`config.mk`:
```
export PLATFORM = sky130hd
export DESIGN_NAME = tempo_pulse_edge_generator_top
export DESIGN_NICKNAME = d
export VERILOG_FILES = /design/src/tpeg_pkg.sv /design/src/tpeg_fifo.sv /design/src/tpeg_divider.sv /design/src/tpeg_engine.sv /design/src/tempo_pulse_edge_generator_top.sv
export SDC_FILE = /design/constraint.sdc
export NUM_CORES = 2
export LEC_CHECK = 0
export ABC_AREA = 1
export BUFFER_PORTS_ARGS = -buffer_cell sky130_fd_sc_hd__buf_4
export CORE_MARGIN = 1.5
export CORE_UTILIZATION = 54
export CTS_BUF_LIST = sky130_fd_sc_hd__clkbuf_16
export DETAILED_ROUTE_END_ITERATION = 10
export HOLD_SLACK_MARGIN = 0.15
export PLACE_DENSITY = 0.78
export SLEW_MARGIN = 20
export SYNTH_ARGS = -nofsm -noshare
export SYNTH_HDL_FRONTEND = slang
export SYNTH_SLANG_ARGS = --single-unit
export TNS_END_PERCENT = 50
```
`constraint.sdc`:
```
create_clock -name clk -period 13.4 [get_ports clk]
set_input_delay 1.34 -clock clk [delete_from_list [all_inputs] [get_ports clk]]
set_output_delay 1.34 -clock clk [all_outputs]
set_load 0.1 [all_outputs]
```
`src/tpeg_pkg.sv`:
```
// Package for the tempo pulse edge generator.
// Types, codes and constants shared by the tpeg modules other than the divider; no dependencies.
package tpeg_pkg;

  localparam int MaxEdges = 32;
  localparam int IterBudget = 4096;
  localparam int IterW = $clog2(IterBudget + 1);
  localparam int LimW = 6;

  localparam logic [LimW-1:0] LIM_CAP = LimW'(MaxEdges);
  localparam logic [LimW-1:0] LIM_ONE = LimW'(1);
  localparam logic [IterW-1:0] ITER_CAP = IterW'(IterBudget);
  localparam logic [IterW-1:0] ITER_ONE = IterW'(1);

  localparam logic CMD_GENERATE = 1'b0;
  localparam logic CMD_RESTART = 1'b1;

  localparam logic [1:0] REG_BEAT_PERIOD = 2'd0;
  localparam logic [1:0] REG_PULSES_PER_BEAT = 2'd1;
  localparam logic [1:0] REG_TRIGGER_LENGTH = 2'd2;
  localparam logic [1:0] REG_UNUSED = 2'd3;

  typedef struct packed {
    logic        cmd;
    logic [63:0] origin_time;
    logic [63:0] window_start;
    logic [63:0] window_end;
    logic [5:0]  edge_limit;
  } in_item_t;

  typedef struct packed {
    logic [63:0] edge_time;
    logic        rising;
    logic        edge_valid;
    logic        last;
  } out_item_t;

  // Signed compare of two's complement times.
  function automatic logic s_less(input logic [63:0] a, input logic [63:0] b);
    s_less = $signed(a) < $signed(b);
  endfunction

endpackage

```
`src/tpeg_fifo.sv`:
```
// Two-entry queue for packed items.
// Depends on tpeg_pkg for the item types.
module tpeg_fifo (
  input  logic                clk,
  input  logic                rst,
  input  logic                push,
  input  tpeg_pkg::in_item_t  din,
  output logic                full,
  input  logic                pop,
  output tpeg_pkg::in_item_t  dout,
  output logic                empty
);
  tpeg_pkg::in_item_t mem [2];
  logic wp, rp;
  logic [1:0] cnt;

  assign full = cnt == 2'd2;
  assign empty = cnt == 2'd0;
  assign dout = mem[rp];

  always_ff @(posedge clk) begin
    if (push && !full) mem[wp] <= din;
    if (rst) begin
      wp <= 1'b0;
      rp <= 1'b0;
      cnt <= 2'd0;
    end else begin
      if (push && !full) wp <= ~wp;
      if (pop && !empty) rp <= ~rp;
      cnt <= cnt + 2'(push && !full) - 2'(pop && !empty);
    end
  end
endmodule

```
`src/tpeg_divider.sv`:
```
// Restoring divider: 64-bit beat period by 16-bit divider, one bit a cycle.
// Depends on tpeg_pkg only by naming convention.
module tpeg_divider (
  input  logic        clk,
  input  logic        rst,
  input  logic        start,
  input  logic [63:0] dividend,
  input  logic [15:0] divisor,
  output logic        busy,
  output logic [63:0] quotient,
  output logic [15:0] remainder
);
  logic [6:0] count;
  logic [16:0] trial;

  assign trial = {remainder, quotient[63]} - {1'b0, divisor};

  always_ff @(posedge clk) begin
    if (rst) begin
      busy <= 1'b0;
      count <= 7'd0;
    end else if (start) begin
      busy <= 1'b1;
      count <= 7'd64;
      quotient <= dividend;
      remainder <= 16'd0;
    end else if (busy) begin
      // shift one dividend bit in, subtract when it fits
      if (!trial[16]) begin
        remainder <= trial[15:0];
        quotient <= {quotient[62:0], 1'b1};
      end else begin
        remainder <= {remainder[14:0], quotient[63]};
        quotient <= {quotient[62:0], 1'b0};
      end
      count <= count - 7'd1;
      if (count == 7'd1) busy <= 1'b0;
    end
  end
endmodule

```
`src/tpeg_engine.sv`:
```
// Back part: walks pulse edges for one command at a time.
// Depends on tpeg_pkg and tpeg_divider.
module tpeg_engine (
  input  logic                clk,
  input  logic                rst,
  input  logic                cfg_valid,
  output logic                cfg_ready,
  input  logic [1:0]          cfg_index,
  input  logic [63:0]         cfg_data,
  input  logic                cmd_avail,
  input  tpeg_pkg::in_item_t  cmd_item,
  output logic                cmd_take,
  output tpeg_pkg::out_item_t res,
  output logic                res_valid,
  input  logic                res_ready
);
  typedef enum logic [1:0] {IDLE, WALK, RISE_STEP, DONE} state_t;
  state_t state;

  logic [63:0] beat_period_q32;
  logic [15:0] pulses_per_beat;
  logic [31:0] trigger_length_us;
  logic [63:0] next_rise_time;
  logic [31:0] rise_fraction;
  logic [15:0] remainder_accumulator;
  logic [63:0] pending_fall_time;
  logic        fall_armed;
  logic        running;
  logic [63:0] pulse_period_q32;
  logic [15:0] pulse_period_remainder;
  logic [31:0] high_time;

  logic [63:0] win_start, win_end;
  logic [tpeg_pkg::LimW-1:0] lim;
  logic [tpeg_pkg::LimW-1:0] n;
  logic [tpeg_pkg::IterW-1:0] iters;
  logic div_start, div_busy, div_pending, reclamp;
  logic [63:0] div_q;
  logic [15:0] div_r;

  // one edge held back so the final one can carry the last flag
  tpeg_pkg::out_item_t hold;
  logic        hold_valid;

  logic        cfg_fire;
  logic        cfg_hit;
  logic        div_done;
  logic        res_free;
  logic        walk_stop;
  logic        in_window;
  logic        res_load;
  logic        fall_first;
  logic [63:0] t;
  logic [31:0] pint;
  logic [16:0] racc;
  logic        carry1;
  logic [32:0] fsum;
  logic [63:0] add;

  tpeg_divider u_div (
    .clk(clk), .rst(rst), .start(div_start), .dividend(beat_period_q32),
    .divisor(pulses_per_beat), .busy(div_busy), .quotient(div_q), .remainder(div_r)
  );

  assign cfg_ready = state == IDLE && !div_busy && !div_start && !div_pending;
  assign cmd_take = state == IDLE && cmd_avail && !div_busy && !div_start
                    && !div_pending && !reclamp && !cfg_valid && !res_valid;
  assign cfg_fire = cfg_valid && cfg_ready;
  assign cfg_hit = cfg_index != tpeg_pkg::REG_UNUSED;
  assign div_done = div_pending && !div_busy && !div_start;
  assign res_free = !res_valid || res_ready;

  assign fall_first = fall_armed && !tpeg_pkg::s_less(next_rise_time, pending_fall_time);
  assign t = fall_first ? pending_fall_time : next_rise_time;
  assign walk_stop = n >= lim || iters == tpeg_pkg::ITER_CAP || !tpeg_pkg::s_less(t, win_end);
  assign in_window = !tpeg_pkg::s_less(t, win_start);
  assign res_load = res_free && ((state == WALK && !walk_stop && in_window && hold_valid)
                                 || state == DONE);

  assign racc = {1'b0, remainder_accumulator} + {1'b0, pulse_period_remainder};
  assign carry1 = racc >= {1'b0, pulses_per_beat};
  assign add = pulse_period_q32 + 64'(carry1);
  assign fsum = {1'b0, rise_fraction} + {1'b0, add[31:0]};
  assign pint = pulse_period_q32[63:32] < 32'd2 ? 32'd2 : pulse_period_q32[63:32];

  always_ff @(posedge clk) begin
    if (rst) begin
      state <= IDLE;
      beat_period_q32 <= 64'd0;
      pulses_per_beat <= 16'd24;
      trigger_length_us <= 32'd5000;
      next_rise_time <= 64'd0;
      rise_fraction <= 32'd0;
      remainder_accumulator <= 16'd0;
      pending_fall_time <= 64'd0;
      fall_armed <= 1'b0;
      running <= 1'b0;
      pulse_period_q32 <= 64'd0;
      pulse_period_remainder <= 16'd0;
      high_time <= 32'd1;
      res_valid <= 1'b0;
      div_start <= 1'b0;
      div_pending <= 1'b0;
      reclamp <= 1'b0;
      hold_valid <= 1'b0;
    end else begin
      if (res_load) res_valid <= 1'b1;
      else if (res_ready) res_valid <= 1'b0;

      div_start <= cfg_fire && cfg_hit;
      if (cfg_fire && cfg_hit) div_pending <= 1'b1;
      else if (div_done) div_pending <= 1'b0;
      // clamp pulse width in the cycle after the divider result is taken
      reclamp <= div_done;
      if (reclamp) begin
        if ({32'd0, trigger_length_us} >= {32'd0, pint - 32'd1}) high_time <= pint - 32'd1;
        else if (trigger_length_us == 32'd0) high_time <= 32'd1;
        else high_time <= trigger_length_us;
      end
      if (div_done) begin
        if (beat_period_q32 == 64'd0) begin
          pulse_period_q32 <= 64'd0;
          pulse_period_remainder <= 16'd0;
        end else begin
          pulse_period_q32 <= div_q;
          pulse_period_remainder <= div_r;
          if (remainder_accumulator >= pulses_per_beat) remainder_accumulator <= 16'd0;
        end
      end
      if (cfg_fire) begin
        unique case (cfg_index)
          tpeg_pkg::REG_BEAT_PERIOD: beat_period_q32 <= cfg_data;
          tpeg_pkg::REG_PULSES_PER_BEAT:
            pulses_per_beat <= cfg_data[15:0] == 16'd0 ? 16'd1 : cfg_data[15:0];
          tpeg_pkg::REG_TRIGGER_LENGTH: trigger_length_us <= cfg_data[31:0];
          default: ;
        endcase
      end

      unique case (state)
        IDLE: begin
          if (cmd_take) begin
            if (cmd_item.cmd == tpeg_pkg::CMD_RESTART) begin
              next_rise_time <= cmd_item.origin_time;
              rise_fraction <= 32'd0;
              remainder_accumulator <= 16'd0;
              fall_armed <= 1'b0;
              pending_fall_time <= 64'd0;
              running <= 1'b1;
              state <= DONE;
              n <= '0;
            end else begin
              win_start <= cmd_item.window_start;
              win_end <= cmd_item.window_end;
              lim <= cmd_item.edge_limit > tpeg_pkg::LIM_CAP ? tpeg_pkg::LIM_CAP
                                                             : cmd_item.edge_limit;
              n <= '0;
              iters <= '0;
              state <= (!running || pulse_period_q32 == 64'd0) ? DONE : WALK;
            end
          end
        end
        WALK: begin
          if (res_free) begin
            if (walk_stop) begin
              state <= DONE;
            end else begin
              iters <= iters + tpeg_pkg::ITER_ONE;
              if (in_window) begin
                // release the held edge, hold the new one
                if (hold_valid) res <= hold;
                hold <= '{edge_time: t, rising: !fall_first, edge_valid: 1'b1, last: 1'b0};
                hold_valid <= 1'b1;
                n <= n + tpeg_pkg::LIM_ONE;
              end
              if (fall_first) fall_armed <= 1'b0;
              else begin
                pending_fall_time <= t + {32'd0, high_time};
                fall_armed <= 1'b1;
                state <= RISE_STEP;
              end
            end
          end
        end
        RISE_STEP: begin
          remainder_accumulator <= carry1 ? 16'(racc - {1'b0, pulses_per_beat}) : racc[15:0];
          rise_fraction <= fsum[31:0];
          next_rise_time <= next_rise_time + {32'd0, add[63:32]} + {63'd0, fsum[32]};
          state <= WALK;
        end
        DONE: begin
          if (res_free) begin
            // close with the held edge, or an empty item when nothing was emitted
            if (hold_valid)
              res <= '{edge_time: hold.edge_time, rising: hold.rising, edge_valid: 1'b1,
                       last: 1'b1};
            else
              res <= '{edge_time: 64'd0, rising: 1'b0, edge_valid: 1'b0, last: 1'b1};
            hold_valid <= 1'b0;
            state <= IDLE;
          end
        end
        default: state <= IDLE;
      endcase
    end
  end
endmodule

```
`src/tempo_pulse_edge_generator_top.sv`:
```
// Top level of the tempo pulse edge generator.
// Depends on tpeg_pkg, tpeg_fifo, tpeg_engine.
//
//  channel | handshake           | payload
//  input   | push / full         | in_item  (tpeg_pkg::in_item_t)
//  result  | pop / empty         | out_item (tpeg_pkg::out_item_t)
//  config  | cfg_valid/cfg_ready | cfg_index, cfg_data
//
// A generate command walks at most 4096 edges: a fall edge takes a WALK step,
// a rise edge a WALK step and a RISE_STEP for the period step. The final edge
// of a generate carries the last bit; a generate with no edge returns one empty
// item with last set. A config write holds off further writes while the serial
// divider runs, and commands until the pulse width is settled.
// Reset is synchronous on rst; a result waiting on the output stalls the walk.
module tempo_pulse_edge_generator_top (
  input  logic                clk,
  input  logic                rst,
  input  logic                push,
  output logic                full,
  input  tpeg_pkg::in_item_t  in_item,
  output logic                empty,
  input  logic                pop,
  output tpeg_pkg::out_item_t out_item,
  input  logic                cfg_valid,
  output logic                cfg_ready,
  input  logic [1:0]          cfg_index,
  input  logic [63:0]         cfg_data
);
  tpeg_pkg::in_item_t q_item;
  logic q_empty, q_take;
  logic res_valid;

  // front: hold commands while the engine works
  tpeg_fifo u_q (
    .clk(clk), .rst(rst), .push(push), .din(in_item), .full(full),
    .pop(q_take), .dout(q_item), .empty(q_empty)
  );

  tpeg_engine u_eng (
    .clk(clk), .rst(rst), .cfg_valid(cfg_valid), .cfg_ready(cfg_ready),
    .cfg_index(cfg_index), .cfg_data(cfg_data), .cmd_avail(!q_empty),
    .cmd_item(q_item), .cmd_take(q_take), .res(out_item),
    .res_valid(res_valid), .res_ready(pop)
  );

  assign empty = !res_valid;
endmodule

```
# ---- Yosys cells after proc, flatten, opt, wreduce, memory -nomap -nowiden
# Memories as Yosys holds them, arrays and structs flattened. A register that Yosys moved wholly into a read port is not among the register bits.
# Index checks and enable logic that the tools add are counted.
dict set report word_totals {
  ff_bits 786
  ramBits 398
  inputBits 270
  mem_count 1
}
# name depth word_bits read_ports rd_clocked_by_memory_dff write_ports line_no
set memory_table {}
lappend memory_table {u_q.mem 2 199 1 1 1 tpeg_fifo.sv:13} ;# tpeg_pkg::in_item_t mem [2];
dict set report classes {
  addsub 14
  n_lt_le_gt_ge 9
  n_eq_ne 19
  n_mux 80
  n_bitwise 6
  n_reduce_logical 69
}
# operator n
set ops {}
lappend ops {{64-bit two-way mux} 11}
lappend ops {{67-bit two-way mux} 6}
lappend ops {{64-bit case mux with 2 select lines} 2}
lappend ops {{64-bit < comparator} 3}
lappend ops {{16-bit two-way mux} 10}
lappend ops {{32-bit two-way mux} 5}
lappend ops {{67-bit case mux with 2 select lines} 1}
lappend ops {{64-bit by 1-bit adder with 64-bit output} 2}
lappend ops {{64-bit by 32-bit adder with 64-bit output} 2}
lappend ops {{64-bit zero test} 2}
lappend ops {{32-bit case mux with 2 select lines} 1}
lappend ops {{13-bit two-way mux} 4}
lappend ops {{32-bit by 32-bit adder with 33-bit output} 1}
lappend ops {{32-bit greater-or-equal comparator} 1}
lappend ops {{32-bit zero test} 1}
lappend ops {{32-bit by 2-bit < comparator with 1-bit output, second input constant} 1}
lappend ops {{16-bit case mux with 2 select lines} 1}
lappend ops {{32-bit by 1-bit subtractor with 32-bit output, second input constant} 1}
lappend ops {{13-bit case mux with 2 select lines} 1}
lappend ops {{6-bit two-way mux} 4}
lappend ops {{1-bit logical AND} 21}
lappend ops {{1-bit two-way mux} 21}
lappend ops {{6-bit AND reduction} 3}
lappend ops {{16-bit by 16-bit adder with 17-bit output} 1}
lappend ops {{other kinds (35)} 91}

# ---- Logic depth before layout (Yosys ltp)
dict set report logic_depth {
  depth_word 14
  mapped_depth 75
}

# ---- Cells and area by module
# A second synthesis with hierarchy kept.
dict set report hier_totals {
  hier_cells 6771
  hier_area_um2 62029.5
}
# module instances cells_per_inst area_per_inst_um2 seq_area_each_um2
set by_module_without_submodules {}
lappend by_module_without_submodules {tpeg_engine 1 5475 41986.5 16746.1}
lappend by_module_without_submodules {tpeg_fifo 1 658 15016.9 12051.6}
lappend by_module_without_submodules {tpeg_divider 1 636 5018.6 2562.5}
lappend by_module_without_submodules {tempo_pulse_edge_generator_top 1 2 7.5 0.0}

# ---- Worst setup path after synthesis
# OpenSTA, ideal clock, no wires.
dict set report synth_path {
  path_kind {reg2reg}
  start {reg u_eng.div_start}
  end {reg u_eng.lim[0] (netlist bit), enable pin}
  setup_ns 0.793
  arrival_time_ns 12.312
  required_time_ns 12.607
  setup_slack_ns 0.296
  stages_incl_launch_ff 7
  n_path_buf 1
  synth_period_minus_slack_ns 13.104
  cell_sequence {dfxtp_1 > clkbuf_1 > nor2_1 > inv_1 > nor3_1 > nand2_1 > nor3_1}
}
dict set report synth_via {
  elab_chain_len 7
}
# element line_no
set synth_rtl {}
lappend synth_rtl {{from (decl)} tpeg_engine.sv:37} ;# logic div_start, div_busy, div_pending, reclamp;
lappend synth_rtl {{from (signal assigned)} tpeg_engine.sv:110} ;# div_start <= cfg_fire && cfg_hit;
lappend synth_rtl {{1-bit zero test} tpeg_engine.sv:66} ;# assign cmd_take = state == IDLE && cmd_avail && !div_busy && !div_start
lappend synth_rtl {{1-bit logical AND} tpeg_engine.sv:66}
lappend synth_rtl {{1-bit logical AND (4 in a row)} tpeg_engine.sv:67} ;# && !div_pending && !reclamp && !cfg_valid && !res_valid;
lappend synth_rtl {{4-bit AND reduction (no line)} -}
lappend synth_rtl {{to (signal assigned)} tpeg_engine.sv:155} ;# lim <= cmd_item.edge_limit > tpeg_pkg::LIM_CAP ? tpeg_pkg::LIM_CAP
lappend synth_rtl {{to (decl)} tpeg_engine.sv:34} ;# logic [tpeg_pkg::LimW-1:0] lim;
# Every way passes these cells.
# A chain may end at the register's enable or synchronous reset.

# ---- Final worst setup path
dict set report layout_path {
  start {reg u_eng.remainder_accumulator[0]}
  end {reg u_eng.next_rise_time[62]}
}
dict set report layout_via {
  elab_chain_len 6
  elab_cells_between_ends 7
}
# element line_no
set layout_rtl {}
lappend layout_rtl {{from (decl)} tpeg_engine.sv:25} ;# logic [15:0] remainder_accumulator;
lappend layout_rtl {{from (signal assigned)} tpeg_engine.sv:186} ;# remainder_accumulator <= carry1 ? 16'(racc - {1'b0, pulses_per_beat}) : racc[15:0];
lappend layout_rtl {{16-bit by 16-bit adder with 17-bit output (*)} tpeg_engine.sv:80} ;# assign racc = {1'b0, remainder_accumulator} + {1'b0, pulse_period_remainder};
lappend layout_rtl {{17-bit by 16-bit greater-or-equal comparator with 1-bit output (*)} tpeg_engine.sv:81} ;# assign carry1 = racc >= {1'b0, pulses_per_beat};
lappend layout_rtl {{64-bit by 1-bit adder with 64-bit output (*)} tpeg_engine.sv:82} ;# assign add = pulse_period_q32 + 64'(carry1);
lappend layout_rtl {{64-bit by 32-bit adder with 64-bit output or 32-bit by 32-bit adder with 33-bit output (tied branches)} {tpeg_engine.sv:188, tpeg_engine.sv:83}}
lappend layout_rtl {{64-bit by 1-bit adder with 64-bit output (*)} tpeg_engine.sv:188} ;# next_rise_time <= next_rise_time + {32'd0, add[63:32]} + {63'd0, fsum[32]};
lappend layout_rtl {{64-bit case mux with 2 select lines (*)} tpeg_engine.sv:140} ;# unique case (state)
lappend layout_rtl {{to (signal assigned)} tpeg_engine.sv:144} ;# next_rise_time <= cmd_item.origin_time;
lappend layout_rtl {{to (signal assigned)} tpeg_engine.sv:188}
lappend layout_rtl {{to (decl)} tpeg_engine.sv:23} ;# logic [63:0] next_rise_time;
# Every way passes the cells marked *; elsewhere a longest branch is shown, timed or not.

==> results.yml <==
outcome:
  status: "finished, final reports clean"
sta:
  finClkSkew_ns: 0.0311
  timing.hold.ws_ns: 0.467
  final.setup.tns_ns: 0
  setup_viol: 0
  period_minus_slack_ns: 11.77
  clock.fmax_mhz: 85.0
  fin_crit_sh: 0.878
  maxSlewViolCount: 0
  worst_slew_pin_slew_ns: 1.19
  relSlewSlack: 0.199
  rsz0062_at_grt: "false"
  finalHoldViolCount: 0
worst_setup_path:
  cp_num_buf_inv: 4
  crit_slowest_cell: "fa_1"
  crit_top_cell: "nand2_1"
  critPathRequiredTime_ns: 14.00
  slowest_delay_ns: 0.40
  critPathLaunchType: "flip-flop"
  critPathKind: "flip-flop to flip-flop"
  arrival_ns: 12.37
  endpoint_kind: "flip-flop"
  cp_top_family: "compound AO/OA/AOI/OAI gates"
  cp_max_fo: 5
pwr:
  peakVddDrop_mv: 0.144
  cellPowerDensity_nw_per_um2: 206
  p_leak_nw: 30.0
yosys:
  synth_cell_types: 60
  yosys_warnings: 0
  synth_nets: 7547
  synthFlopType: "edfxtp_1"
  synth_top_area_cell: "edfxtp_1"
  synth_edf_count: 763
  synth_top_cell_area_share: 0.379
  synth_area_sq_um: 60500
  synth_area_per_cell_sq_um: 8.80
  async_flop_share: 0
  seq_area_frac_synth: 0.519
  ys_ff_latch: 1185
  synth_area_leaders: "edfxtp_1, dfxtp_1, nand2_1"
  synth_cells: 6874
global_routing:
  grt_remaining_overflow: 0
  grt_max_degree: 147
  first_global_vias: 46200
  grt_first_pass_wirelength_um: 258000
  grt_antenna_before_repair: 4
  grt_usage: 0.293
clock_network:
  clockBufferDepth: 3
  ctsHoldBuffers: 0
  cts_setup_buffers: 0
  numCtsBuffers: 131
  post_cts_resize_count: 0
  cts.sink_count: 1185
  clk_latency_ns: 0.77
  clk_pin_slew_ns: 0.06
  cts_tree: "yes"
  htreeDepth: 4
  ctsRootBufferMaster: "clkbuf_16"
floorplanning:
  initial_core_util: 0.546
  die-area_sq_um: 114000
  rows: 122
  io_pins: 340
  core_sq_um: 111000
  die_w_um: 338
  die_h_um: 338
detailed_routing:
  vias: 49100
  firstDrtPassIters: 8
  drt-total-wl_um: 169000
  ant_nets: 0
  drcViolationCount: 0
  vias_per_cell: 5.62
  drt_iter0_drc: 4530
  wl_per_cell_um: 19.4
layout:
  nFillCells: 9171
  final_cell_mix: "nand2_1, inv_1, edfxtp_1"
  syn2layout_area_growth_pct: 13.7
  drive_above_1_share: 0.0945
  nets: 7812
  layout_commonest_cell: "nand2_1"
place:
  portBuffers: 339
  dpl.hpwl_um: 122000
  gp_congestion: 0.964
worst_hold_path:
  hold_path_class: "flip-flop to flip-flop"
run:
  max_cap_viol_count: 0
==> synthesized netlist by cell type (6+ instances only) <==
library cell  number
nand2_1         1546
inv_1            812
edfxtp_1         763
nor2_1           709
a21oi_1          552
o21ai_0          497
dfxtp_1          422
ha_1             396
clkbuf_1         235
nand3_1          126
nand4_1          124
xor2_1           102
a31oi_1           78
nor3_1            76
a211oi_1          59
nor4_1            47
o211ai_1          43
o21a_1            31
xnor2_1           28
or2_2             25
buf_1             24
o21bai_1          16
a21o_1            12
o221ai_1          11
a21boi_0           9
inv_2              8
nand3b_1           8
fa_1               7
nand3_2            6
nor2_2             6
o21ai_1            6
o22ai_1            6
o31ai_1            6
==> state kept, by name (all words and copies together), names as in the netlist, 13 cells and up, named ones only <==
name,flops
u_eng.win_end,64
u_eng.high_time,32
u_eng.remainder_accumulator,16
u_eng.next_rise_time,64
u_eng.pulse_period_q32,64
u_eng.win_start,64
u_eng.beat_period_q32,64
u_eng.pending_fall_time,64
u_eng.pulse_period_remainder,16
u_eng.u_div.quotient,64
u_eng.rise_fraction,32
u_eng.u_div.remainder,16
u_eng.pulses_per_beat,16
u_eng.iters,13
u_q.mem,398
u_eng.trigger_length_us,32
u_eng.res,67
u_eng.hold,65
==> metrics by stage <==
step	setup slack, ns	cells	area (sq um)	utilization	total power [mW]
after floorplan	0.296	6874	60500	-	8.82
after detailed placement	1.81	8494	64500	0.582	10.5
final	1.63	8739	68800	0.621	14.2
after global routing	0.188	8737	68800	0.621	15.1
after global placement	2.11	8494	64500	0.582	10.3
after CTS	1.76	8734	68800	0.620	14.1
==> final timing paths <==
| kind | start | end | slack [ns] | depth (start not counted) |
|---|---|---|---|---|
| max | u_eng.remainder_accumulator[0]$_SDFF_PP0_ | u_eng.next_rise_time[62]$_SDFFE_PP0P_ | 1.63 | 71 |
| min | u_q.cnt[1]$_SDFF_PP0_ | u_q.cnt[1]$_SDFF_PP0_ | 0.47 | 1 |
| max reg2reg | u_eng.remainder_accumulator[0]$_SDFF_PP0_ | u_eng.next_rise_time[62]$_SDFFE_PP0P_ | 1.63 | 71 |
| min reg2reg | u_q.cnt[1]$_SDFF_PP0_ | u_q.cnt[1]$_SDFF_PP0_ | 0.47 | 1 |
==> metal layers <==
metal  wire length, um  part of all wire  vias up  track usage
met4              5760             0.034        0        0.109
li1                  -                 -    23800            -
met2             77300              0.46     1854        0.462
met3             13200             0.078      323       0.0554
met1             73100              0.43    23100        0.402
met5                 0                 0        -            0
==> final cells by class <==
type / instances / area (sq um) / share of cell area
Antenna cell: 5 / 12.5 / 0.000182
Sequential cell: 1185 / 31400 / 0.456
Inverter: 825 / 3110 / 0.0452
Timing Repair Buffer: 396 / 2990 / 0.0435
Tap cell: 1488 / 1860 / 0.0271
Clock inverter: 107 / 970 / 0.0141
Clock buffer: 133 / 3330 / 0.0484
Multi-Input combinational cell: 4600 / 25100 / 0.366
==> cells by family (layout without fill, tap and decap cells) <==
| group | count (synthesis) | count (layout) | synth area share |
|---|---|---|---|
| AOI/OAI and AO/OA | 1346 | 1346 | 0.123 |
| xor gates and xnor gates | 130 | 130 | 0.0188 |
| adders and majority gates | 403 | 403 | 0.0843 |
| buffers and inverters | 1089 | 1461 | 0.0677 |
| DFF | 1185 | 1185 | 0.519 |
| muxes | 5 | 5 | 0.000828 |
| other | 0 | 5 | 0 |
| and+or+nand+nor | 2716 | 2716 | 0.187 |
==> where the power goes <==
part	internal (mW)	switching, mW
registers	4.60	0.378
clock network	2.06	1.53
logic	1.72	3.91
Note: power is estimated with default switching activity, not from simulation.
